<file path="src/rtl/nstp_pkg.sv">
package nstp_pkg;

   localparam int TIME_W           = 64;
   localparam int REGION_INDEX_W   = 10;
   localparam int MODE_W           = 2;
   localparam int STATUS_W         = 2;

   localparam int REGION_COUNT_DEF = 1024;
   localparam int STACK_DEPTH_DEF  = 256;

   localparam logic [MODE_W-1:0] MODE_ENTER = 2'd0;
   localparam logic [MODE_W-1:0] MODE_EXIT  = 2'd1;
   localparam logic [MODE_W-1:0] MODE_READ  = 2'd2;

   localparam logic [STATUS_W-1:0] STATUS_OK       = 2'd0;
   localparam logic [STATUS_W-1:0] STATUS_FULL     = 2'd1;
   localparam logic [STATUS_W-1:0] STATUS_EMPTY    = 2'd2;
   localparam logic [STATUS_W-1:0] STATUS_MISMATCH = 2'd3;

   typedef struct packed {
      logic [MODE_W-1:0]         mode;
      logic [REGION_INDEX_W-1:0] region_index;
      logic [TIME_W-1:0]         timestamp;
   } req_type;

   typedef struct packed {
      logic [STATUS_W-1:0] status;
      logic [TIME_W-1:0]   total_time;
      logic [TIME_W-1:0]   own_time;
      logic [TIME_W-1:0]   shortest_time;
      logic [TIME_W-1:0]   longest_time;
      logic [TIME_W-1:0]   calls;
   } rsp_type;

   typedef struct packed {
      logic clear;
      logic capture;
      logic reduce;
      logic lookup;
      logic diff;
      logic update;
      logic commit;
      logic respond;
   } cmd_type;

   typedef struct packed {
      logic clear_last;
      logic exit_ok;
      logic out_free;
   } status_type;

endpackage

</file>
<file path="src/rtl/nstp_ctrl.sv">
module nstp_ctrl (
   input  logic                 clock,
   input  logic                 reset,
   input  logic                 req_valid,
   output logic                 req_ready,
   input  nstp_pkg::status_type status,
   output nstp_pkg::cmd_type    cmd
);
   import nstp_pkg::*;

   localparam logic [2:0] ST_CLEAR  = 3'd0;
   localparam logic [2:0] ST_IDLE   = 3'd1;
   localparam logic [2:0] ST_REDUCE = 3'd2;
   localparam logic [2:0] ST_LOOKUP = 3'd3;
   localparam logic [2:0] ST_DIFF   = 3'd4;
   localparam logic [2:0] ST_UPDATE = 3'd5;
   localparam logic [2:0] ST_COMMIT = 3'd6;
   localparam logic [2:0] ST_RESP   = 3'd7;

   logic [2:0] state_ff;
   logic [2:0] state_in;

   always_comb begin
      state_in = state_ff;
      cmd      = '0;
      case (state_ff)
         ST_CLEAR: begin
            cmd.clear = 1'b1;
            if (status.clear_last) begin
               state_in = ST_IDLE;
            end
         end
         ST_IDLE: begin
            if (req_valid) begin
               cmd.capture = 1'b1;
               state_in    = ST_REDUCE;
            end
         end
         ST_REDUCE: begin
            cmd.reduce = 1'b1;
            state_in   = ST_LOOKUP;
         end
         ST_LOOKUP: begin
            cmd.lookup = 1'b1;
            state_in   = status.exit_ok ? ST_DIFF : ST_COMMIT;
         end
         ST_DIFF: begin
            cmd.diff = 1'b1;
            state_in = ST_UPDATE;
         end
         ST_UPDATE: begin
            cmd.update = 1'b1;
            state_in   = ST_COMMIT;
         end
         ST_COMMIT: begin
            cmd.commit = 1'b1;
            state_in   = ST_RESP;
         end
         ST_RESP: begin
            if (status.out_free) begin
               cmd.respond = 1'b1;
               state_in    = ST_IDLE;
            end
         end
         default: begin
            state_in = ST_IDLE;
         end
      endcase
   end

   assign req_ready = (state_ff == ST_IDLE);

   always_ff @(posedge clock) begin
      if (reset) begin
         state_ff <= ST_CLEAR;
      end else begin
         state_ff <= state_in;
      end
   end

endmodule

</file>
<file path="config.mk">
export PLATFORM = sky130hd
export DESIGN_NAME = nstp_ctrl
export DESIGN_NICKNAME = d
export VERILOG_FILES = /design/src/rtl/nstp_pkg.sv /design/src/rtl/nstp_ctrl.sv
export SDC_FILE = /design/constraint.sdc
export NUM_CORES = 1
export LEC_CHECK = 0
export BUFFER_PORTS_ARGS = -buffer_cell sky130_fd_sc_hd__buf_2
export CORE_AREA = 10 10 47 49
export CTS_CLUSTER_SIZE = 10
export DETAILED_ROUTE_END_ITERATION = 7
export DIE_AREA = 0 0 57 59
export SYNTH_ARGS = -nofsm -noshare
export SYNTH_HDL_FRONTEND = slang
export SYNTH_SLANG_ARGS = --single-unit
</file>
<file path="constraint.sdc">
create_clock -name clock -period 1.9 [get_ports clock]
set_input_delay 0.19 -clock clock [delete_from_list [all_inputs] [get_ports clock]]
set_output_delay 0.19 -clock clock [all_outputs]
set_load 0.03 [all_outputs]
</file>
==> results of run 1 <==
-- layout by cell type (no fill, tap or decap) --
cell type,instances
a2111oi_4,1
clkbuf_1,1
a21oi_1,2
nor3_1,4
inv_1,1
o21a_1,1
or2b_2,1
and3_2,1
buf_2,14
and2_1,1
dfxtp_1,3
nand2_1,1
nor2_2,1
nor2_1,4
nor3b_1,2
or3_1,1
clkbuf_4,3
and4_4,1
-- synthesized netlist by cell type --
library cell  instances
and3_2                1
nor2_2                1
and2_1                1
or3_1                 1
buf_2                 2
or2b_2                1
nor2_1                4
nor3b_1               2
nor3_1                4
o21a_1                1
nand2_1               1
buf_6                 1
a21oi_1               2
and4_4                1
inv_1                 1
dfxtp_1               3
a2111oi_4             1
-- how the worst max path moves through the flow --
stage | slack (ns) | end | from
floorplan | 0.28 | cmd[6] | state_ff[0]
global placement | 0.47 | cmd[6] | state_ff[0]
detailed placement | 0.44 | cmd[6] | state_ff[0]
CTS | 0.18 | cmd[6] | state_ff[0]
global route | 0.07 | cmd[6] | state_ff[0]
finish | 0.22 | cmd[6] | state_ff[0]
-- final cells by class --
cell class	count	area [µm²]	share of cell area, %
inverter	1	3.75	1.15
clock buffer	4	26.3	8.08
tap	16	20.0	6.15
timing repair buffer	14	70.1	21.5
multi-input combinational	21	145	44.6
sequential	3	60.1	18.5
-- worst max-delay path, stage by stage (launching register included) --
cell and delay [ns]:
dfxtp_1 0.48, or2b_2 0.36, nor2_1 0.11, and2_1 0.13, buf_2 0.19
-- routing by layer --
layer / share of wire [%] / track usage (%)
met1: 38 / 3.46
met4: 3.8 / 7.05
met2: 45 / 5.58
met5: 0 / 0
met3: 13 / 3.00
-- metrics by stage --
| stage | cells | instance area (µm²) |
|---|---|---|
| after floorplan | 28 | 230 |
| after global placement | 55 | 299 |
| after detailed placement | 55 | 299 |
| after CTS | 59 | 325 |
| after global routing | 59 | 325 |
| final | 59 | 325 |
-- where the power goes --
part | internal, W | switching [W] | total (W)
Combinational | 0.0000277 | 0.0000475 | 0.0000751
Sequential | 0.0000689 | 0.0000130 | 0.0000819
Clock | 0.0000787 | 0.0000337 | 0.000112
Total | 0.000175 | 0.0000941 | 0.000269
-- cells by family (layout without fill, tap and decap cells) --
family / Yosys count / count (layout) / synth area share, %
buffers and inverters: 4 / 19 / 10.9
and+or+nand+nor: 17 / 17 / 43.5
DFF: 3 / 3 / 26.1
AOI/OAI and AO/OA: 4 / 4 / 19.6
==> impl_metrics.toml, run 1 <==
[logic_synthesis]
synth-seq-cells = 3
synth.area.top_cells = "dfxtp_1 26%, a2111oi_4 12%, nor3_1 8.7%, nor2_1 6.5%, nor3b_1 6.5%"
seq_area_frac_synth_pct = 26.1
syn_area_per_cell_um2 = 8.22
yosys_warnings = 0
synth_top_area_share_pct = 26.1
syn_inst = 28
synth_area_um2 = 230
yosysTopAreaCell = "dfxtp_1"
synth_nets = 34
synthDistinctLibCells = 17

[min_path]
holdPathStages = 2
worstHoldStart = "status[1]"
whs_endpoint = "state_ff[1]"
hold_class = "in2reg"

[clock_tree]
cts_resized = 0
cts.path.max_buffers = 2
numCtsBuffers = 3
cts.sinks = 3
tritoncts = "done"
hold_buffers = 0
clkTransAtPathRegs_ns = 0.04
htreeDepth = 1
postCtsSetupRepairBufs = 0
clkLatencyLatePin_ns = 0.23
clockRootBuffer = "clkbuf_4"

[critical_path]
worst-path-max-fanout = 11
rrSetupSlack_ns = 0.70
critPathKind = "reg2out"
startpoint_type = "flip-flop"
reg2regPathDepth = 3
rr_startpoint = "state_ff[0]"
critPathRequiredTime_ns = 1.71
endpoint_kind = "output pin"
worst_ep_arrival_time_ns = 1.49
rr_endpoint = "state_ff[1]"

[detailed_routing]
drt_wl_total_um = 634
vias = 247
drt_pre_antenna_iters = 3
routed_via_density = 4.19
ant_nets = 0
drc_errors = 0
avgRoutedWirePerCell_um = 10.7
initialDrtViolationCount = 1

[timing]
setup_violations = 0
hold_slack_ns = 0.167
setup_ws_ns = 0.216
maxSlewViolCount = 0
finalCritPeriodShare_pct = 88.6
setup-tns-final_ns = 0
fin_crit_ns = 1.68
grt_setup_unrepaired = "false"
finClkSkew_ns = 0.00183
relSlewSlack_pct = 80.0
fmax_mhz = 594
worst_slew_pin_slew_ns = 0.299
timing.final.hold_violations = 0

[run]
max-cap-violations = 0

[global_route]
grt_overflow = 0
grt_first_pass_wirelength_um = 1040
grtUsageTotal_pct = 4.33
grt_pass1_vias = 234
grt_max_degree = 12
antenna_found_initial = 0

[final_layout]
n_antenna_cell = 0
reg.largest.list = "state_ff (3)"
area_growth_pct = 41.3
nFillCells = 174
final_nets = 50
drive_gt1_share_pct = 51.2
largest-register = "state_ff"
largest_reg_flops = 3
postLayoutCoreUtil_pct = 23.2

[placement]
place.gp.congestion = 0.691
hpwl_um = 522
io_buffers = 14
place_ws_ns = 0.436

[die]
io_pins = 15
initial_core_util_pct = 16.4
core_um2 = 1400
dieWidth_um = 57
num_rows = 14
dieArea_um2 = 3360
chipHeight_um = 59

[pwr]
total_power_w = 0.000269
vdd_drop_max_v = 0.000162
p_leak_nw = 0.151
p_per_area_nw_per_um2 = 828

[status]
status = "completed"
Power figures use the tool's default switching activity.
==> run 2: changes to the inputs <==
clock period = 1.7 ns   (was 1.9 ns; I/O delays follow)
==> impl_metrics.toml, run 2 (synthesis results as in run 1) <==
[final_layout]
postLayoutCoreUtil_pct = 23.3
largest_reg_flops = 3
n_antenna_cell = 0
drive_gt1_share_pct = 53.5
stdcell_count = 59
final_common_cell = "buf_2"
final_nets = 50
reg.largest.list = "state_ff (3)"
largest-register = "state_ff"
final_cell_mix = "14 x buf_2, 4 x nor3_1, 4 x nor2_1"
area_growth_pct = 41.8

[die]
core_um2 = 1400
dieWidth_um = 57
num_rows = 14
initial_core_util_pct = 16.4
chipHeight_um = 59
io_pins = 15
dieArea_um2 = 3360

[placement]
io_buffers = 14
hpwl_um = 535
place.gp.congestion = 0.685
placed_cells = 55
place_ws_ns = 0.262

[clock_tree]
postCtsSetupRepairBufs = 0
cts.sinks = 3
clkTransAtPathRegs_ns = 0.04
htreeDepth = 1
numCtsBuffers = 3
clockRootBuffer = "clkbuf_4"
tritoncts = "done"
clkLatencyLatePin_ns = 0.24
cts.path.max_buffers = 2

[global_route]
grt_pass1_vias = 206
grt_first_pass_wirelength_um = 1040
grt_overflow = 0
grtUsageTotal_pct = 4.45
antenna_found_initial = 0
grt_max_degree = 12

[min_path]
hold_class = "in2reg"
holdPathStages = 2

[timing]
setup-tns-final_ns = 0
timing.final.hold_violations = 0
grt_setup_unrepaired = "false"
setup_violations = 0
finalCritPeriodShare_pct = 93.7
finClkSkew_ns = 0.00374
maxSlewViolCount = 0
hold_slack_ns = 0.144
fin_crit_ns = 1.59
worst_slew_pin_slew_ns = 0.305
setup_ws_ns = 0.108
relSlewSlack_pct = 79.6
fmax_mhz = 628

[detailed_routing]
drt_wl_total_um = 683
drc_errors = 0
drt_pre_antenna_iters = 3
initialDrtViolationCount = 6
vias = 245
routed-wl-met3_um = 109
highest_layer = "met4"
avgRoutedWirePerCell_um = 11.6
dr_wl_met2_um = 255
met1_length_um = 286
routed_via_density = 4.15
ant_nets = 0

[pwr]
p_per_area_nw_per_um2 = 940
p_leak_nw = 0.151
vdd_drop_max_v = 0.000356

[run]
max-cap-violations = 0

[critical_path]
worst-path-max-fanout = 11
startpoint_type = "flip-flop"
critPathRequiredTime_ns = 1.53
reg2regPathDepth = 3
critPathKind = "reg2out"
worst_ep_arrival_time_ns = 1.42
endpoint_kind = "output pin"

[status]
status = "completed"
-- run 2: cell counts in the layout (fill, tap and decap cells not counted) --
Identical to the previous run, type by type.
-- run 2: through the flow --
| step | area, µm² | total power [W] |
|---|---|---|
| detailed placement | 299 | 0.000179 |
| floorplan | 230 | 0.000157 |
| global route | 327 | 0.000331 |
| CTS | 325 | 0.000313 |
| global placement | 299 | 0.000177 |
| finish | 327 | 0.000307 |
-- run 2: cell type report --
class,instances,area (µm²)
multi-input cells,21,145
flip-flops and latches,3,61.3
fillers,167,1070
repair buffers,14,70.1
clock buffers,4,26.3
inverters,1,3.75
well taps,16,20.0
-- run 2: what timing repair did --
action | in CTS | in global routing
resized for setup | 0 | 1
hold buffers | 0 | 0
setup endpoints to repair | 0 | 2
-- run 2: worst max-delay path: stages, from the launching register on --
cell,delay (ns)
dfxtp_2,0.41
or2b_2,0.34
nor2_1,0.11
and2_1,0.13
buf_2,0.19
-- run 2: worst paths after layout --
path	to	slack, ns	start
worst max-delay path	cmd[6]	0.11	state_ff[0]
worst min-delay path	state_ff[1]	0.14	status[1]
worst max register to register	state_ff[1]	0.55	state_ff[2]
worst min register to register	state_ff[0]	0.62	state_ff[1]
-- run 2: per-layer routing --
| layer | vias up | global-route usage (%) |
|---|---|---|
| met1 | 104 | 3.80 |
| met3 | 2 | 4.51 |
| met2 | 12 | 4.96 |
| met5 | - | 0 |
| li1 | 127 | - |
| met4 | 0 | 6.04 |
-- run 2: report_power, final --
group / total [W] / internal [W] / switching, W
sequential: 0.0000930 / 0.0000777 / 0.0000152
combinational: 0.0000850 / 0.0000310 / 0.0000540
clock: 0.000129 / 0.0000882 / 0.0000407
total: 0.000307 / 0.000197 / 0.000110
==> run 3: changes to the inputs <==
ABC_AREA = 1   (was default)
==> impl_metrics.toml, run 3 <==
[clock_tree]
clkLatencyLatePin_ns = 0.23
numCtsBuffers = 3
tritoncts = "done"
clkTransAtPathRegs_ns = 0.03
cts_resized = 0
htreeDepth = 1
cts.sinks = 3
cts.path.max_buffers = 2
postCtsSetupRepairBufs = 0
clockRootBuffer = "clkbuf_4"
hold_buffers = 0

[pwr]
vdd_drop_max_v = 0.000369
p_leak_nw = 0.198
internal-power_w = 0.000258
p_per_area_nw_per_um2 = 1500
combPwrFrac_pct = 52.0
p_sw_w = 0.000253
clkPwrFrac_pct = 24.2
pwr-share-seq_pct = 23.8
swShare_pct = 49.5

[timing]
finalCritPeriodShare_pct = 80.2
finClkSkew_ns = 0.00290
grt_setup_unrepaired = "false"
timing.final.hold_violations = 0
maxSlewViolCount = 0
setup_violations = 0
hold_slack_ns = 0.127
fin_crit_ns = 1.36
worst_slew_pin_slew_ns = 0.223
setup-tns-final_ns = 0
fmax_mhz = 733
relSlewSlack_pct = 85.1

[logic_synthesis]
seq_area_frac_synth_pct = 26.7
synth_most_common_cell = "nor2_1"
syn_inst = 37
synth_edf_count = 0
synth_nets = 43
syn_area_per_cell_um2 = 6.09
synth_common_cells = "9 x nor2_1, 6 x nand2_1, 5 x inv_1"
synth_flop_cell = "dfxtp_1"
synth-async-reset-ratio_pct = 0
synth_area_um2 = 225
synthDistinctLibCells = 15
synth_top_area_share_pct = 26.7
yosysTopAreaCell = "dfxtp_1"
yosys_warnings = 0
synth-seq-cells = 3
synth.area.top_cells = "dfxtp_1 27%, nor2_1 15%, nand2_1 10%, nand3_2 8.9%, inv_1 8.3%"

[critical_path]
critPathRequiredTime_ns = 1.53
worst-path-max-fanout = 7
startpoint_type = "flip-flop"
rrSetupSlack_ns = 0.68
critPathKind = "reg2out"
worst_ep_arrival_time_ns = 1.19
endpoint_kind = "output pin"

[min_path]
hold_class = "in2reg"

[final_layout]
stdcell_count = 71
nFillCells = 187
reg.largest.list = "state_ff (3)"
multi_input_area_um2 = 139
largest-register = "state_ff"
n_antenna_cell = 0
final_cell_mix = "14 x buf_2, 9 x nor2_1, 6 x nand2_1"
drive_gt1_share_pct = 41.8
postLayoutCellArea_um2 = 342
final_common_cell = "buf_2"
area_growth_pct = 51.7
largest_reg_flops = 3
ff_latch_area_um2 = 60.1
final_nets = 62

[die]
initial_core_util_pct = 16.1
dieWidth_um = 57
io_pins = 15
num_rows = 14
core_um2 = 1400
chipHeight_um = 59
dieArea_um2 = 3360

[global_route]
grt_overflow = 0
grt_first_pass_wirelength_um = 1150
grtUsageTotal_pct = 4.45
antenna_found_initial = 0
grt_max_degree = 9
grt_pass1_vias = 268

[run]
max-cap-violations = 0

[placement]
place.gp.congestion = 0.709
placed_cells = 67
hpwl_um = 613
detailed_place.area_um2 = 315
io_buffers = 14

[status]
status = "completed"

[detailed_routing]
drc_errors = 0
drt_pre_antenna_iters = 4
routed_via_density = 4.11
avgRoutedWirePerCell_um = 9.83
ant_nets = 0
drt_wl_total_um = 698
initialDrtViolationCount = 8
vias = 292
## run 3: layout make-up
class	instances	area share [%]
Clock buffer	4	7.69
Inverter	7	7.69
Multi-Input combinational cell	27	40.7
Sequential cell	3	17.6
Tap cell	16	5.86
Timing Repair Buffer	14	20.5
## run 3: final timing paths
check              start  cells after the start           to
max reg2reg  state_ff[0]                      5  state_ff[1]
max          state_ff[0]                      3       cmd[0]
min                reset                      2  state_ff[0]
min reg2reg  state_ff[2]                      2  state_ff[2]
## run 3: logic make-up after synthesis
group                  count (synthesis)  share of synthesized area [%]
flip-flops                             3                           26.7
AO/OA/AOI/OAI                          3                           7.77
buffers and inverters                  7                           11.7
AND/OR/NAND/NOR                       24                           53.9
## run 3: power groups by stage
stage | registers [W] | logic (W) | clock network, W
2_1_floorplan | 0.000117 | 0.000204 | 0
3_3_place_gp | 0.000122 | 0.000270 | 0
3_5_place_dp | 0.000123 | 0.000271 | 0
4_1_cts | 0.000122 | 0.000272 | 0.000130
5_1_grt | 0.000126 | 0.000300 | 0.000144
6_report | 0.000122 | 0.000266 | 0.000123
## run 3: metrics by stage
stage	power, W	util, %	worst slack, ns
3_3_place_gp	0.000393	22.5	0.551
2_1_floorplan	0.000322	-	0.370
4_1_cts	0.000524	24.4	0.309
6_report	0.000511	24.4	0.336
3_5_place_dp	0.000394	22.5	0.563
5_1_grt	0.000570	24.4	0.205
## run 3: layer usage
metal / vias to the layer above / GRT usage, % / wire [µm]
li1: 154 / - / -
met1: 128 / 3.57 / 264
met2: 10 / 6.98 / 356
met3: 0 / 4.08 / 78
met4: 0 / 3.02 / 0
met5: - / 0 / 0
## run 3: worst max-delay path, cell delays in order (launching register included)
cell and delay [ns]:
dfxtp_1 0.43, nand2_1 0.16, nor3_2 0.15, buf_2 0.23
